[config.mk]
export PLATFORM = sky130hd
export DESIGN_NAME = morse_pulse_receiver_decoder
export DESIGN_NICKNAME = d
export VERILOG_FILES = /design/src/mprd_pkg.sv /design/src/morse_pulse_receiver_decoder.sv
export SDC_FILE = /design/constraint.sdc
export NUM_CORES = 1
export LEC_CHECK = 0
export BUFFER_PORTS_ARGS = -buffer_cell sky130_fd_sc_hd__buf_4
export CELL_PAD_IN_SITES_DETAIL_PLACEMENT = 2
export CELL_PAD_IN_SITES_GLOBAL_PLACEMENT = 2
export CORE_ASPECT_RATIO = 0.75
export CORE_UTILIZATION = 40
export CTS_BUF_LIST = sky130_fd_sc_hd__clkbuf_8
export DETAILED_ROUTE_END_ITERATION = 10
export PLACE_DENSITY = 0.83
export SKIP_LAST_GASP = 1
export SLEW_MARGIN = 5
export SYNTH_ARGS = -nofsm -noshare
export SYNTH_HDL_FRONTEND = slang
export SYNTH_SLANG_ARGS = --single-unit
[constraint.sdc]
create_clock -name clk -period 7.2 [get_ports clk]
set_input_delay 1.44 -clock clk [delete_from_list [all_inputs] [get_ports clk]]
set_output_delay 1.44 -clock clk [all_outputs]
set_load 0.1 [all_outputs]
[src/mprd_pkg.sv]
`timescale 1ns / 1ps

package mprd_pkg;

	// Configuration register indexes
	localparam logic [1:0] REG_GLITCH_MIN = 2'd0;
	localparam logic [1:0] REG_DOT_MAX    = 2'd1;
	localparam logic [1:0] REG_GAP        = 2'd2;

	// Register reset values
	localparam logic [15:0] GLITCH_MIN_RST = 16'd30;
	localparam logic [15:0] DOT_MAX_RST    = 16'd450;
	localparam logic [15:0] GAP_RST        = 16'd900;

	localparam int          NUM_SYMS      = 36;
	localparam logic [6:0]  CHAR_UNKNOWN  = 7'h3F;

	typedef logic [2:0] sym_len_t;
	typedef logic [4:0] sym_bits_t;
	typedef logic [6:0] sym_char_t;

	// Symbol table: length, elements (1 dash, first element most significant), character
	localparam sym_len_t SYM_LEN [NUM_SYMS] = '{
		3'd2, 3'd4, 3'd4, 3'd3, 3'd1, 3'd4, 3'd3, 3'd4, 3'd2, 3'd4, 3'd3, 3'd4,
		3'd2, 3'd2, 3'd3, 3'd4, 3'd4, 3'd3, 3'd3, 3'd1, 3'd3, 3'd4, 3'd3, 3'd4,
		3'd4, 3'd4,
		3'd5, 3'd5, 3'd5, 3'd5, 3'd5, 3'd5, 3'd5, 3'd5, 3'd5, 3'd5
	};

	localparam sym_bits_t SYM_BITS [NUM_SYMS] = '{
		5'h01, 5'h08, 5'h0A, 5'h04, 5'h00, 5'h02, 5'h06, 5'h00, 5'h00, 5'h07, 5'h05, 5'h04,
		5'h03, 5'h02, 5'h07, 5'h06, 5'h0D, 5'h02, 5'h00, 5'h01, 5'h01, 5'h01, 5'h03, 5'h09,
		5'h0B, 5'h0C,
		5'h0F, 5'h07, 5'h03, 5'h01, 5'h00, 5'h10, 5'h18, 5'h1C, 5'h1E, 5'h1F
	};

	localparam sym_char_t SYM_CHAR [NUM_SYMS] = '{
		7'h41, 7'h42, 7'h43, 7'h44, 7'h45, 7'h46, 7'h47, 7'h48, 7'h49, 7'h4A, 7'h4B, 7'h4C,
		7'h4D, 7'h4E, 7'h4F, 7'h50, 7'h51, 7'h52, 7'h53, 7'h54, 7'h55, 7'h56, 7'h57, 7'h58,
		7'h59, 7'h5A,
		7'h31, 7'h32, 7'h33, 7'h34, 7'h35, 7'h36, 7'h37, 7'h38, 7'h39, 7'h30
	};

endpackage

[src/morse_pulse_receiver_decoder.sv]
`timescale 1ns / 1ps

// Channel   Handshake               Payload
// -------   ---------------------   ------------------------------------------------
// input     in_valid / in_ready     line_level
// output    out_valid / out_ready   ascii_char, recognized, element_count, element_pattern
// config    cfg_we (no wait)        cfg_index, cfg_data
//
// One tick is taken per cycle while in_ready is high; the pulse/gap counters, element
// shift register and the 36-entry symbol compare all sit between the state registers and
// the result register, so a result appears the cycle after the tick ending a character.
// Reset (arst_n low) clears all but the result data and restores the register defaults.
// A result held in the output register blocks new ticks only while out_ready is low.
module morse_pulse_receiver_decoder #(
	parameter int MAX_ELEMENTS = 6,
	parameter int COUNT_WIDTH  = 16
) (
	input  logic        clk,
	input  logic        arst_n,
	input  logic        in_valid,
	output logic        in_ready,
	input  logic        line_level,
	output logic        out_valid,
	input  logic        out_ready,
	output logic [6:0]  ascii_char,
	output logic        recognized,
	output logic [2:0]  element_count,
	output logic [5:0]  element_pattern,
	input  logic        cfg_we,
	input  logic [1:0]  cfg_index,
	input  logic [15:0] cfg_data
);
	import mprd_pkg::*;

	localparam int LEN_W = $clog2(MAX_ELEMENTS + 1);
	localparam int CMP_W = (COUNT_WIDTH > 16) ? COUNT_WIDTH : 16;
	localparam int PAT_W = (MAX_ELEMENTS > 6) ? MAX_ELEMENTS : 6;

	logic [15:0]             glitch_min_q, dot_max_q, gap_ms_q;
	logic                    active_q, active_n;
	logic [COUNT_WIDTH-1:0]  pulse_q, pulse_n, gap_q, gap_n;
	logic [MAX_ELEMENTS-1:0] pat_q, pat_n;
	logic [LEN_W-1:0]        len_q, len_n;
	logic                    ovf_q, ovf_n;
	logic                    dash, fire, accept;

	logic [NUM_SYMS-1:0]     sym_hit;
	logic [6:0]              sym_char;
	logic [6:0]              res_char;
	logic                    res_recog;
	logic [PAT_W-1:0]        pat_ext;

	logic                    out_valid_q;
	logic [6:0]              ascii_char_q;
	logic                    recognized_q;
	logic [2:0]              element_count_q;
	logic [5:0]              element_pattern_q;

	assign accept   = in_valid && in_ready;
	assign in_ready = !out_valid_q || out_ready;

	// Configuration registers
	always_ff @(posedge clk or negedge arst_n) begin
		if (!arst_n) begin
			glitch_min_q <= GLITCH_MIN_RST;
			dot_max_q    <= DOT_MAX_RST;
			gap_ms_q     <= GAP_RST;
		end else if (cfg_we) begin
			case (cfg_index)
				REG_GLITCH_MIN: glitch_min_q <= cfg_data;
				REG_DOT_MAX:    dot_max_q    <= cfg_data;
				REG_GAP:        gap_ms_q     <= cfg_data;
				default: ;
			endcase
		end
	end

	// Advance the pulse/gap counters and collect elements
	always_comb begin
		active_n = active_q;
		pulse_n  = pulse_q;
		gap_n    = gap_q;
		pat_n    = pat_q;
		len_n    = len_q;
		ovf_n    = ovf_q;
		dash     = 1'b0;
		if (active_q) begin
			pulse_n = (pulse_q == '1) ? pulse_q : pulse_q + COUNT_WIDTH'(1);
			dash    = !(CMP_W'(pulse_n) < CMP_W'(dot_max_q));
			if (!line_level) begin
				active_n = 1'b0;
				gap_n    = '0;
				if (CMP_W'(pulse_n) > CMP_W'(glitch_min_q)) begin
					if (len_q >= LEN_W'(MAX_ELEMENTS)) begin
						ovf_n = 1'b1;
					end else begin
						pat_n = {pat_q[MAX_ELEMENTS-2:0], dash};
						len_n = len_q + LEN_W'(1);
					end
				end
			end
		end else if (line_level) begin
			active_n = 1'b1;
			pulse_n  = '0;
		end else begin
			gap_n = (gap_q == '1) ? gap_q : gap_q + COUNT_WIDTH'(1);
		end
		fire = !active_n && (len_n != '0) && (CMP_W'(gap_n) > CMP_W'(gap_ms_q));
	end

	// Match the collected code against the symbol table
	always_comb begin
		sym_char = '0;
		for (int i = 0; i < NUM_SYMS; i++) begin
			sym_hit[i] = (LEN_W'(SYM_LEN[i]) == len_n) &&
				(PAT_W'(SYM_BITS[i]) == PAT_W'(pat_n));
			if (sym_hit[i]) begin
				sym_char = sym_char | SYM_CHAR[i];
			end
		end
		res_recog = !ovf_n && (|sym_hit);
		res_char  = res_recog ? sym_char : CHAR_UNKNOWN;
		pat_ext   = PAT_W'(pat_n);
	end

	// Update receiver state on each accepted tick; clear the code once decoded
	always_ff @(posedge clk or negedge arst_n) begin
		if (!arst_n) begin
			active_q <= 1'b0;
			pulse_q  <= '0;
			gap_q    <= '0;
			pat_q    <= '0;
			len_q    <= '0;
			ovf_q    <= 1'b0;
		end else if (accept) begin
			active_q <= active_n;
			pulse_q  <= pulse_n;
			gap_q    <= gap_n;
			if (fire) begin
				pat_q <= '0;
				len_q <= '0;
				ovf_q <= 1'b0;
			end else begin
				pat_q <= pat_n;
				len_q <= len_n;
				ovf_q <= ovf_n;
			end
		end
	end

	// Hold the result until the output transaction completes
	always_ff @(posedge clk or negedge arst_n) begin
		if (!arst_n) begin
			out_valid_q <= 1'b0;
		end else if (accept && fire) begin
			out_valid_q <= 1'b1;
		end else if (out_ready) begin
			out_valid_q <= 1'b0;
		end
	end

	always_ff @(posedge clk) begin
		if (accept && fire) begin
			ascii_char_q      <= res_char;
			recognized_q      <= res_recog;
			element_count_q   <= len_n[2:0];
			element_pattern_q <= pat_ext[5:0];
		end
	end

	assign out_valid       = out_valid_q;
	assign ascii_char      = ascii_char_q;
	assign recognized      = recognized_q;
	assign element_count   = element_count_q;
	assign element_pattern = element_pattern_q;

endmodule

==> reports/metrics.csv <==
metric,value,unit
Seq cells post-synth,109,
Skew-Pair Late Insertion Delay,410,ps
Synth Area in Adders,8.19,%
CTS Buffer Depth,2,
"Slew Viols, Final",0,
FF-to-FF Start,pulse_q[0]$_DFFE_PN0P_,
share of cells above drive strength 1,17.8,%
VDD IR-drop max,107,µV
DRC viols,0,
Worst-Margin Slew,1290,ps
die footprint,0.0193,mm²
largest net degree at the start of global routing,64,
fraction of registers with async set/reset,84.4,%
hpwl dp,20700,µm
filler cell count,1975,
CP startpoint,pulse_q[0]$_DFFE_PN0P_,
via/cell ratio,6.07,
largest family of logic cells by synthesized area,compound AO/OA/AOI/OAI gates,
final setup fails,0,
R2R Setup Slk,390,ps
aggregate global-route resource usage,28.7,%
Layout area overhead,11.1,%
leakage power,3.76,nW
IO buf count,42,
Power Density,179,mW/mm²
max_cap viols,0,
Post-synth EDFFs,17,
Nets,931,
final worst-path cycle share,94.5,%
most frequent CP cell,and3_1,
Synth Area in Simple Gates,19.2,%
register area share after synthesis,37.8,%
final worst setup slack,393,ps
Core ar.,0.0180,mm²
"CTS clk-pin slew, worst paths",110,ps
WP depth,22,
WL/cell,24.0,µm
Via Count,6709,
Top delay family on crit path,simple AND/OR/NAND/NOR gates,
DRT antenna net count,0,
vias in the first global route,7258,
Worst Path Max Fanout,9,
area of the multi-input gates,0.00436,mm²
Crit Path Category,register to register,
post-synth top area share,26.8,%
diode count,0,
Netlist cell types,81,
Post-Synthesis Cells,825,
Crit. End Element,register,
GPL Wtd Cong,0.928,
end of the worst register-to-register path,ascii_char[3]$_SDFFCE_PP1P_,
Area contributors post-synth,"dfrtp_1 27%, ha_1 8.2%, edfxtp_1 6.8%, mux2_2 6.0%, nand2_1 5.0%",
total of warnings raised by yosys,0,
worst setup path endpoint,ascii_char[3]$_SDFFCE_PP1P_,
effective utilization at floorplan,41.6,%
most common cell in the netlist,nand2_1,
final wirelength,26600,µm
Post-Syn Area,0.00748,mm²
Std-Cell Rows,42,
final hold violations,0,
hold buffer count at cts,0,
CP peak stage delay,550,ps
CP startpoint kind,register,
FF/Latch Area,0.00283,mm²
Die Y,120,µm
Slowest cell on crit path,or4_1,
status,"complete, no violations",
worst clock skew,12.9,ps
H-tree depth,3,
first-pass GRT wire length,42100,µm
dpl ws,93.4,ps
top post-synthesis cells by count,"99 x nand2_1, 80 x dfrtp_1, 67 x o21ai_0",
grt ovf,0,
crit path time final,6810,ps
drt pass-1 iters,5,
setup TNS,0,ps
final core occ,46.3,%
Detailed Route Iter0 Violations,422,
CP cell instances,"ha_1, nand3_2, nor4_4, buf_4, nor2_1, and3_1, and3_1, and3_1, nand3_1, nor2_1, xor2_1, ha_1, nand4_1, nor4_2, nand2_1, o21ai_1, nor3_1, or2_1, o211ai_1, a21o_1, or4b_4, or4_1",
area fraction in compound gates after synthesis,20.6,%
CTS tree,yes,
CTS buffer count,9,
CP arrival,6950,ps
Synth Area in XOR/XNOR,2.36,%
Reg2Reg Depth,22,
multiplexer area fraction after synthesis,7.22,%
die span in x,160,µm
required time worst endpoint,7350,ps
Clk Tree Root Cell,clkbuf_8,
Post-Syn Nets,898,
Synth area leader,dfrtp_1,
clk sink count,109,
Syn Area/Cell,9.07,µm²
I/O Pins,43,
prevailing post-synth register cell,dfrtp_1,
Rel. slew slack,13.7,%
initial antenna violation count,0,
CP bufs+invs,1,
Max Clk Rate,147,MHz
worst min-delay path class,register to register,
RSZ-0062 raised after global routing,no,
## metrics by stage
step / std cells / cell area [µm²] / power (W) / hold WS (ps)
after detailed placement: 1083 / 8030 / 0.00111 / 498
after CTS: 1099 / 8220 / 0.00149 / 528
after global placement: 1083 / 8030 / 0.00108 / 491
after global routing: 1105 / 8310 / 0.00156 / 549
final: 1105 / 8310 / 0.00149 / 526
after floorplan: 825 / 7480 / 0.000968 / 479
## cell families (layout without fill, tap and decap cells)
logic type / Yosys count / after routing
simple gates: 282 / 282
compound gates: 226 / 226
flops: 109 / 109
buf+inv: 92 / 130
fa+ha+maj: 49 / 49
mux: 49 / 49
xor+xnor: 18 / 18
## worst min path at each step
stage,cells past startpoint,slack (ps),to,start
CTS,1,530,dot_max_q[3]$_DFFE_PN0P_,dot_max_q[3]$_DFFE_PN0P_
detailed placement,1,500,dot_max_q[12]$_DFFE_PN0P_,dot_max_q[12]$_DFFE_PN0P_
global route,1,550,gap_ms_q[13]$_DFFE_PN0P_,gap_ms_q[13]$_DFFE_PN0P_
global placement,1,490,dot_max_q[11]$_DFFE_PN0P_,dot_max_q[11]$_DFFE_PN0P_
floorplan,1,480,dot_max_q[10]$_DFFE_PN0P_,dot_max_q[10]$_DFFE_PN0P_
finish,1,530,dot_max_q[3]$_DFFE_PN0P_,dot_max_q[3]$_DFFE_PN0P_
## cell usage in the layout (no fill, tap or decap), drive strengths merged, types with 5 or more instances in the layout
cell,instances
o22ai,5
o21a,10
nor2b,6
nand3,34
inv,63
nor3,11
buf,55
nor4,7
nand2b,9
edfxtp,17
mux2,40
nand4,18
o21ai,74
o221ai,5
ha,49
xor2,10
and2,10
a22o,12
clkbuf,9
o22a,5
nor4b,5
a31oi,12
o31ai,9
nand2,100
a211oi,5
mux2i,9
dfstp,12
dfrtp,80
a21oi,39
and3,14
xnor2,8
nor2,48
a21o,14
o211ai,9
## layout make-up
class / instances / share of cell area [%]
multi-input combinational: 624 / 52.4
sequential: 109 / 34.0
timing repair buffer: 55 / 4.97
tap: 242 / 3.64
inverter: 59 / 2.69
clock buffer: 9 / 1.49
clock inverter: 7 / 0.798
## per-layer routing
metal / GRT usage, % / wire (µm)
met1: 40.3 / 13100
met2: 45.3 / 12000
met5: 0 / 0
met4: 7.86 / 436
met3: 5.18 / 1090
## what timing repair did
action	4_1_cts	5_1_grt
setup endpoints to repair	0	8
setup buffers	0	6
gates resized for setup	0	11
## worst register-to-register path: cells and delay by family (launching register included)
kind / cells / cell delay, ps
fa+ha+maj: 2 / 490
buf+inv: 1 / 160
compound gates: 3 / 920
xor+xnor: 1 / 270
simple gates: 15 / 4180
flops: 1 / 520
## power breakdown
group	switching (W)	leakage [nW]	total, W	internal (W)
clock network	0.000250	0.101	0.000385	0.000135
registers	0.0000484	1.30	0.000743	0.000694
logic	0.000226	2.35	0.000362	0.000136
total	0.000524	3.76	0.00149	0.000966
## sequential cells by signal, indices dropped and copies added, names as in the netlist
register,count
dot_max_q,16
gap_ms_q,16
gap_q,16
glitch_min_q,16
pulse_q,16
ascii_char,7
element_pattern,6
pat_q,6
element_count,3
len_q,3
active_q,1
out_valid,1
ovf_q,1
recognized,1
No activity file was read; power rests on OpenSTA's default activity.
